--- src/rtl/bhv_pkg.sv ---
// Package for the bitstream header validator: beat types, verdict codes,
// scan constants, register indexes and the firmware magic table.
// No dependencies.
`timescale 1ns / 1ps
`default_nettype none

package bhv_pkg;

	// Scan limits
	localparam int SCAN_WINDOW      = 4096;
	localparam int MIN_HEADER_BYTES = 64;
	localparam int COUNT_W          = 13;
	localparam int MAGIC_LEN        = 4;

	// Configuration port
	localparam int CFG_INDEX_W = 2;
	localparam int CFG_DATA_W  = 32;

	typedef enum logic [CFG_INDEX_W-1:0] {
		REG_MIN_LENGTH     = 2'd0,
		REG_MAX_LENGTH     = 2'd1,
		REG_SYNC_PATTERN   = 2'd2,
		REG_DEVICE_PATTERN = 2'd3
	} cfg_reg_t;

	localparam logic [31:0] MIN_LENGTH_RST     = 32'd524288;
	localparam logic [31:0] MAX_LENGTH_RST     = 32'd8388608;
	localparam logic [15:0] SYNC_PATTERN_RST   = 16'hA5C3;
	localparam logic [31:0] DEVICE_PATTERN_RST = 32'h0001_481B;

	typedef enum logic [2:0] {
		VERDICT_ACCEPTED     = 3'd0,
		VERDICT_TOO_SHORT    = 3'd1,
		VERDICT_FW_MAGIC     = 3'd2,
		VERDICT_BAD_LENGTH   = 3'd3,
		VERDICT_NO_SYNC      = 3'd4,
		VERDICT_WRONG_DEVICE = 3'd5
	} verdict_t;

	typedef struct packed {
		logic [7:0]  data_byte;
		logic        is_last;
		logic [31:0] image_length;
	} in_item_t;

	typedef struct packed {
		logic [2:0]         verdict;
		logic [COUNT_W-1:0] bytes_seen;
	} out_item_t;

	// Firmware magic "BFNP", one byte per position
	function automatic logic [7:0] magic_byte(input logic [1:0] pos);
		logic [7:0] b;
		case (pos)
			2'd0:    b = 8'h42;
			2'd1:    b = 8'h46;
			2'd2:    b = 8'h4E;
			2'd3:    b = 8'h50;
			default: b = 8'h00;
		endcase
		return b;
	endfunction

endpackage

`default_nettype wire

--- src/rtl/bitstream_header_validator.sv ---
// Top level of the bitstream header validator: input register, scan state,
// verdict logic and result register. Depends on bhv_pkg.
`timescale 1ns / 1ps
`default_nettype none

// Takes one header byte per beat and gives one result beat on the byte marked
// is_last. Each byte is held in the input register while the scan logic works
// on it, and the verdict for an image goes from there into the result register
// when the pipe advances; a new byte is taken every cycle while the result
// register is free or being drained. Sync and device patterns are matched on
// the first 4096 bytes of each image; later bytes only end the image. The scan
// state clears itself after each verdict; configuration registers keep their
// values and must be written only while no image is in progress.
module bitstream_header_validator (
	input  wire                                 clk,
	input  wire                                 arst_n,
	input  wire                                 in_valid,
	output logic                                in_ready,
	input  wire bhv_pkg::in_item_t              in_item,
	output logic                                out_valid,
	input  wire                                 out_ready,
	output bhv_pkg::out_item_t                  out_item,
	input  wire                                 cfg_valid,
	output logic                                cfg_ready,
	input  wire [bhv_pkg::CFG_INDEX_W-1:0]      cfg_index,
	input  wire [bhv_pkg::CFG_DATA_W-1:0]       cfg_data
);

	localparam logic [bhv_pkg::COUNT_W-1:0] WINDOW_CNT =
		bhv_pkg::COUNT_W'(bhv_pkg::SCAN_WINDOW);
	localparam logic [bhv_pkg::COUNT_W-1:0] MIN_HDR_CNT =
		bhv_pkg::COUNT_W'(bhv_pkg::MIN_HEADER_BYTES);
	localparam logic [bhv_pkg::COUNT_W-1:0] MAGIC_CNT =
		bhv_pkg::COUNT_W'(bhv_pkg::MAGIC_LEN);

	// Configuration registers
	logic [31:0] min_length_q;
	logic [31:0] max_length_q;
	logic [15:0] sync_pattern_q;
	logic [31:0] device_pattern_q;

	// Input stage
	logic              valid_s1;
	bhv_pkg::in_item_t item_s1;

	// Scan state
	logic [bhv_pkg::COUNT_W-1:0] count_q;
	logic [23:0]                 recent_q;
	logic                        magic_q;
	logic                        sync_q;
	logic                        device_q;

	// Result register
	logic               out_valid_q;
	bhv_pkg::out_item_t out_item_q;

	logic                        advance;
	logic                        process;
	logic                        in_window;
	logic [15:0]                 pair;
	logic [31:0]                 quad;
	logic [bhv_pkg::COUNT_W-1:0] count_nx;
	logic                        magic_nx;
	logic                        sync_nx;
	logic                        device_nx;
	bhv_pkg::verdict_t           verdict_nx;

	// Move the whole pipe when the result register can take a beat
	assign advance   = !out_valid_q || out_ready;
	assign process   = advance && valid_s1;
	assign in_ready  = advance;
	assign cfg_ready = 1'b1;
	assign out_valid = out_valid_q;
	assign out_item  = out_item_q;

	// Write configuration registers
	always_ff @(posedge clk or negedge arst_n) begin
		if (!arst_n) begin
			min_length_q     <= bhv_pkg::MIN_LENGTH_RST;
			max_length_q     <= bhv_pkg::MAX_LENGTH_RST;
			sync_pattern_q   <= bhv_pkg::SYNC_PATTERN_RST;
			device_pattern_q <= bhv_pkg::DEVICE_PATTERN_RST;
		end else if (cfg_valid) begin
			case (bhv_pkg::cfg_reg_t'(cfg_index))
				bhv_pkg::REG_MIN_LENGTH:     min_length_q     <= cfg_data;
				bhv_pkg::REG_MAX_LENGTH:     max_length_q     <= cfg_data;
				bhv_pkg::REG_SYNC_PATTERN:   sync_pattern_q   <= cfg_data[15:0];
				bhv_pkg::REG_DEVICE_PATTERN: device_pattern_q <= cfg_data;
				default: ;
			endcase
		end
	end

	// Capture the input beat
	always_ff @(posedge clk or negedge arst_n) begin
		if (!arst_n) begin
			valid_s1 <= 1'b0;
		end else if (advance) begin
			valid_s1 <= in_valid;
		end
	end

	always_ff @(posedge clk) begin
		if (advance) begin
			item_s1 <= in_item;
		end
	end

	// Scan the byte and update the match flags
	always_comb begin
		in_window = count_q < WINDOW_CNT;
		pair      = {recent_q[7:0], item_s1.data_byte};
		quad      = {recent_q, item_s1.data_byte};
		count_nx  = count_q;
		magic_nx  = magic_q;
		sync_nx   = sync_q;
		device_nx = device_q;
		if (in_window) begin
			if (count_q < MAGIC_CNT &&
				item_s1.data_byte != bhv_pkg::magic_byte(count_q[1:0])) begin
				magic_nx = 1'b0;
			end
			if (count_q != '0 && pair == sync_pattern_q) begin
				sync_nx = 1'b1;
			end
			if (count_q >= 3 && quad == device_pattern_q) begin
				device_nx = 1'b1;
			end
			count_nx = count_q + 1'b1;
		end
	end

	// Pick the verdict in check order
	always_comb begin
		if (count_nx < MIN_HDR_CNT) begin
			verdict_nx = bhv_pkg::VERDICT_TOO_SHORT;
		end else if (count_nx >= MAGIC_CNT && magic_nx) begin
			verdict_nx = bhv_pkg::VERDICT_FW_MAGIC;
		end else if (item_s1.image_length < min_length_q ||
			item_s1.image_length > max_length_q) begin
			verdict_nx = bhv_pkg::VERDICT_BAD_LENGTH;
		end else if (!sync_nx) begin
			verdict_nx = bhv_pkg::VERDICT_NO_SYNC;
		end else if (!device_nx) begin
			verdict_nx = bhv_pkg::VERDICT_WRONG_DEVICE;
		end else begin
			verdict_nx = bhv_pkg::VERDICT_ACCEPTED;
		end
	end

	// Hold scan state; clear it after the last byte of an image
	always_ff @(posedge clk or negedge arst_n) begin
		if (!arst_n) begin
			count_q  <= '0;
			recent_q <= '0;
			magic_q  <= 1'b1;
			sync_q   <= 1'b0;
			device_q <= 1'b0;
		end else if (process) begin
			if (item_s1.is_last) begin
				count_q  <= '0;
				recent_q <= '0;
				magic_q  <= 1'b1;
				sync_q   <= 1'b0;
				device_q <= 1'b0;
			end else begin
				count_q  <= count_nx;
				magic_q  <= magic_nx;
				sync_q   <= sync_nx;
				device_q <= device_nx;
				if (in_window) begin
					recent_q <= quad[23:0];
				end
			end
		end
	end

	// Load the result beat on the last byte, drop it once taken
	always_ff @(posedge clk or negedge arst_n) begin
		if (!arst_n) begin
			out_valid_q <= 1'b0;
		end else if (advance) begin
			out_valid_q <= valid_s1 && item_s1.is_last;
		end
	end

	always_ff @(posedge clk) begin
		if (process && item_s1.is_last) begin
			out_item_q.verdict    <= verdict_nx;
			out_item_q.bytes_seen <= count_nx;
		end
	end

	// Checks
	a_count_in_window: assert property (@(posedge clk) disable iff (!arst_n)
		count_q <= WINDOW_CNT)
		else $error("byte count beyond scan window");

	a_clear_after_last: assert property (@(posedge clk) disable iff (!arst_n)
		(process && item_s1.is_last) |=> (count_q == '0 && magic_q && !sync_q && !device_q))
		else $error("scan state not cleared after last byte");

	a_short_verdict: assert property (@(posedge clk) disable iff (!arst_n)
		(out_valid_q && out_item_q.bytes_seen < MIN_HDR_CNT) |->
		(out_item_q.verdict == bhv_pkg::VERDICT_TOO_SHORT))
		else $error("short image without too-short verdict");

	a_result_follows_last: assert property (@(posedge clk) disable iff (!arst_n)
		(process && item_s1.is_last) |=> out_valid_q)
		else $error("last byte gave no result beat");

endmodule

`default_nettype wire

--- config.mk ---
export PLATFORM = sky130hd
export DESIGN_NAME = bitstream_header_validator
export DESIGN_NICKNAME = d
export VERILOG_FILES = /design/src/rtl/bhv_pkg.sv /design/src/rtl/bitstream_header_validator.sv
export SDC_FILE = /design/constraint.sdc
export NUM_CORES = 1
export LEC_CHECK = 0
export CAP_MARGIN = 40
export CORE_ASPECT_RATIO = 1.2
export CORE_MARGIN = 5
export CORE_UTILIZATION = 34
export DETAILED_ROUTE_END_ITERATION = 16
export DONT_BUFFER_PORTS = 1
export PLACE_DENSITY = 0.54
export SLEW_MARGIN = 40
export SYNTH_ARGS = -nofsm -noshare
export SYNTH_HDL_FRONTEND = slang
export SYNTH_SLANG_ARGS = --single-unit
--- constraint.sdc ---
create_clock -name clk -period 4.8 [get_ports clk]
set_clock_uncertainty 0.2 [all_clocks]
set_input_delay 0 -clock clk [delete_from_list [all_inputs] [get_ports clk]]
set_output_delay 0 -clock clk [all_outputs]
set_load 0.05 [all_outputs]
==> impl_metrics.tcl <==
set metrics [dict create \
    ctsHoldBuffers 174 \
    critPathLaunchType "flop" \
    wl_um 24800 \
    async_reset_ff_frac 0.730 \
    finalCriticalPeriod_ns 2.99 \
    outcome "finished, final reports clean" \
    startpoint "item_s1[15]$_DFFE_PN_" \
    reg2reg_to "out_item[14]$_SDFFCE_PP0P_" \
    finalNetCount 1141 \
    cts.sinks 211 \
    portBuffers 0 \
    postCtsSetupBuffers 0 \
    r2r_cells 7 \
    endpoint "out_item[14]$_SDFFCE_PP0P_" \
    syn_inst 810 \
    die_h_um 197 \
    drt_first_iter_violations 266 \
    worst_pin_slew_ns 0.617 \
    cp.arrival_ns 3.02 \
    io_pins 99 \
    route.vias.total 6722 \
    initial_core_util 0.345 \
    setup_violations 0 \
    ctsResizeCount 0 \
    setup_tns_ns 0 \
    ys_types 54 \
    clk_path_buf_depth 3 \
    r2r_start "item_s1[15]$_DFFE_PN_" \
    dp_hpwl_um 16700 \
    gp_congestion 0.794 \
    die_area_mm2 0.0328 \
    ir_drop_mv 0.315 \
    powerDensity_mw_per_mm2 412 \
    ant_nets 0 \
    grt_pass1_wl_um 40000 \
    ys_ff_latch 211 \
    timing.max_cap.violations 0 \
    cts_root_buffer "clkbuf_16" \
    worstSetupPathType "reg -> reg" \
    grt_pass1_vias 7316 \
    p_leak_nw 5.53 \
    yosysWarnings 0 \
    fin_util 0.450 \
    synth_nets 957 \
    netlist_area_mm2 0.00995 \
    rows 68 \
    drt-pass1-iter-count 4 \
    drc 0 \
    totalPowerFinal_mw 5.35 \
    layout_commonest_cell "dlygate4sd3_1" \
    wl_per_cell_um 17.8 \
    hold_viol 0 \
    antennaDiodeCount 0 \
    period_share 0.622 \
    cp_max_fo 3 \
    syn_to_final_growth_pct 30.6 \
    hold_class "in -> reg" \
    antenna_found_initial 0 \
    drive_gt1_frac 0.152 \
    avgSynthCellArea_um2 12.3 \
    mostFrequentLayoutCells "dlygate4sd3_1 (174), dfrtp_1 (136), mux2_2 (83)" \
    rrSetupSlack_ns 1.81 \
    place_inst 1177 \
    cts_buffers 24 \
    synth_edf_count 57 \
    worst-endpoint-required_ns 4.84 \
    cts_tree "done" \
    fin_cells 1397 \
    die_w_um 166 \
    placed_cell_area_mm2 0.0104 \
    grt_max_degree 153 \
    htreeDepth 1 \
    fmax_mhz 335 \
    post_drt_via_cell_ratio 4.81 \
    rsz0062_at_grt "no" \
    coreArea_mm2 0.0288 \
    track_usage 0.152 \
    clk_latency_ns 0.52 \
    drv_slew 0 \
    final_cell_area_mm2 0.0130 \
    clk_pin_slew_worst_paths_ns 0.06 \
    yosysSeqAreaShare 0.562 \
    overflow 0 \
    synth_ff_type "dfrtp_1" \
    cp-end-kind "flop" \
    relSlewSlack 0.583 \
]
-- how the worst min path moves through the flow --
stage | cells after the start | start | endpoint | slack [ns]
2_1_floorplan | 0 | arst_n | count_q[0]$_DFFE_PN0P_ | -0.50
3_3_place_gp | 0 | arst_n | min_length_q[15]$_DFFE_PN0P_ | -0.48
3_5_place_dp | 0 | arst_n | min_length_q[14]$_DFFE_PN0P_ | -0.48
4_1_cts | 2 | arst_n | min_length_q[11]$_DFFE_PN0P_ | 0.005
5_1_grt | 2 | cfg_data[16] | max_length_q[16]$_DFFE_PN0P_ | 0.04
6_report | 2 | cfg_data[16] | max_length_q[16]$_DFFE_PN0P_ | 0.05
-- flip-flops by register name, summed over array words and instances (netlist names) --
signal,cells
item_s1,41
device_pattern_q,32
max_length_q,32
min_length_q,32
recent_q,24
out_item,16
sync_pattern_q,16
count_q,13
device_q,1
magic_q,1
out_valid,1
sync_q,1
valid_s1,1
-- critical path, stage by stage, from the launching register on --
cell,delay [ns]
edfxtp_1,0.41
ha_1,0.34
nand4_2,0.22
or4_4,0.61
nor2_2,0.22
mux2i_1,0.11
a221oi_2,0.43
a21boi_0,0.16
-- per-layer routing --
layer | up-vias | part of all wire | global-route usage
met5 | - | 0 | 0
met4 | 0 | 0.019 | 0.0394
met3 | 32 | 0.034 | 0.0228
met2 | 120 | 0.52 | 0.281
met1 | 3327 | 0.43 | 0.187
li1 | 3243 | - | -
-- power by group --
group / leakage [nW] / total, mW / internal, mW / switching (mW)
Clock: 0.390 / 1.84 / 1.11 / 0.732
Combinational: 2.69 / 1.10 / 0.565 / 0.534
Sequential: 2.45 / 2.41 / 2.16 / 0.250
Total: 5.53 / 5.35 / 3.84 / 1.52
-- synthesized netlist by cell type, drive strengths merged, types with 4 or more instances --
master,instances,area (um^2)
nor4,6,37.5
dfstp,18,473
a22o,29,254
nand3,19,95.1
o211ai,4,30.0
clkbuf,19,71.3
buf,6,28.8
nand2,63,236
dfrtp,136,3400
ha,67,838
inv,71,267
nor2,15,58.8
xor2,8,70.1
o21ai,47,235
mux2,83,935
edfxtp,57,1710
nor3,7,40.0
a21o,10,75.1
nand4,24,156
a21oi,23,115
xnor2,57,499
-- logic make-up (layout without fill, tap and decap cells) --
kind of cell | after synthesis | count (layout) | share of synthesized area
DFF | 211 | 211 | 0.562
and+or+nand+nor | 152 | 152 | 0.0759
AOI/OAI and AO/OA | 134 | 134 | 0.0887
buffers and inverters | 96 | 298 | 0.0369
muxes | 84 | 84 | 0.0950
adders and majority gates | 67 | 67 | 0.0843
xor gates and xnor gates | 65 | 65 | 0.0572
other | 1 | 1 | 0.000377
-- metrics by stage --
| step | hold WS [ns] | worst slack, ns |
|---|---|---|
| CTS | 0.00522 | 1.71 |
| floorplan | -0.496 | 1.15 |
| detailed placement | -0.484 | 1.71 |
| global route | 0.0394 | 1.63 |
| finish | 0.0479 | 1.81 |
| global placement | -0.485 | 1.74 |
-- cell type report --
class	instances	area, um^2
fill	2608	15900
clock buffer	31	648
multi-input combinational	503	4010
timing repair buffer	183	1860
clock inverter	13	136
tap	385	482
inverter	71	267
sequential	211	5590
Note: power is estimated with default switching activity, not from simulation.
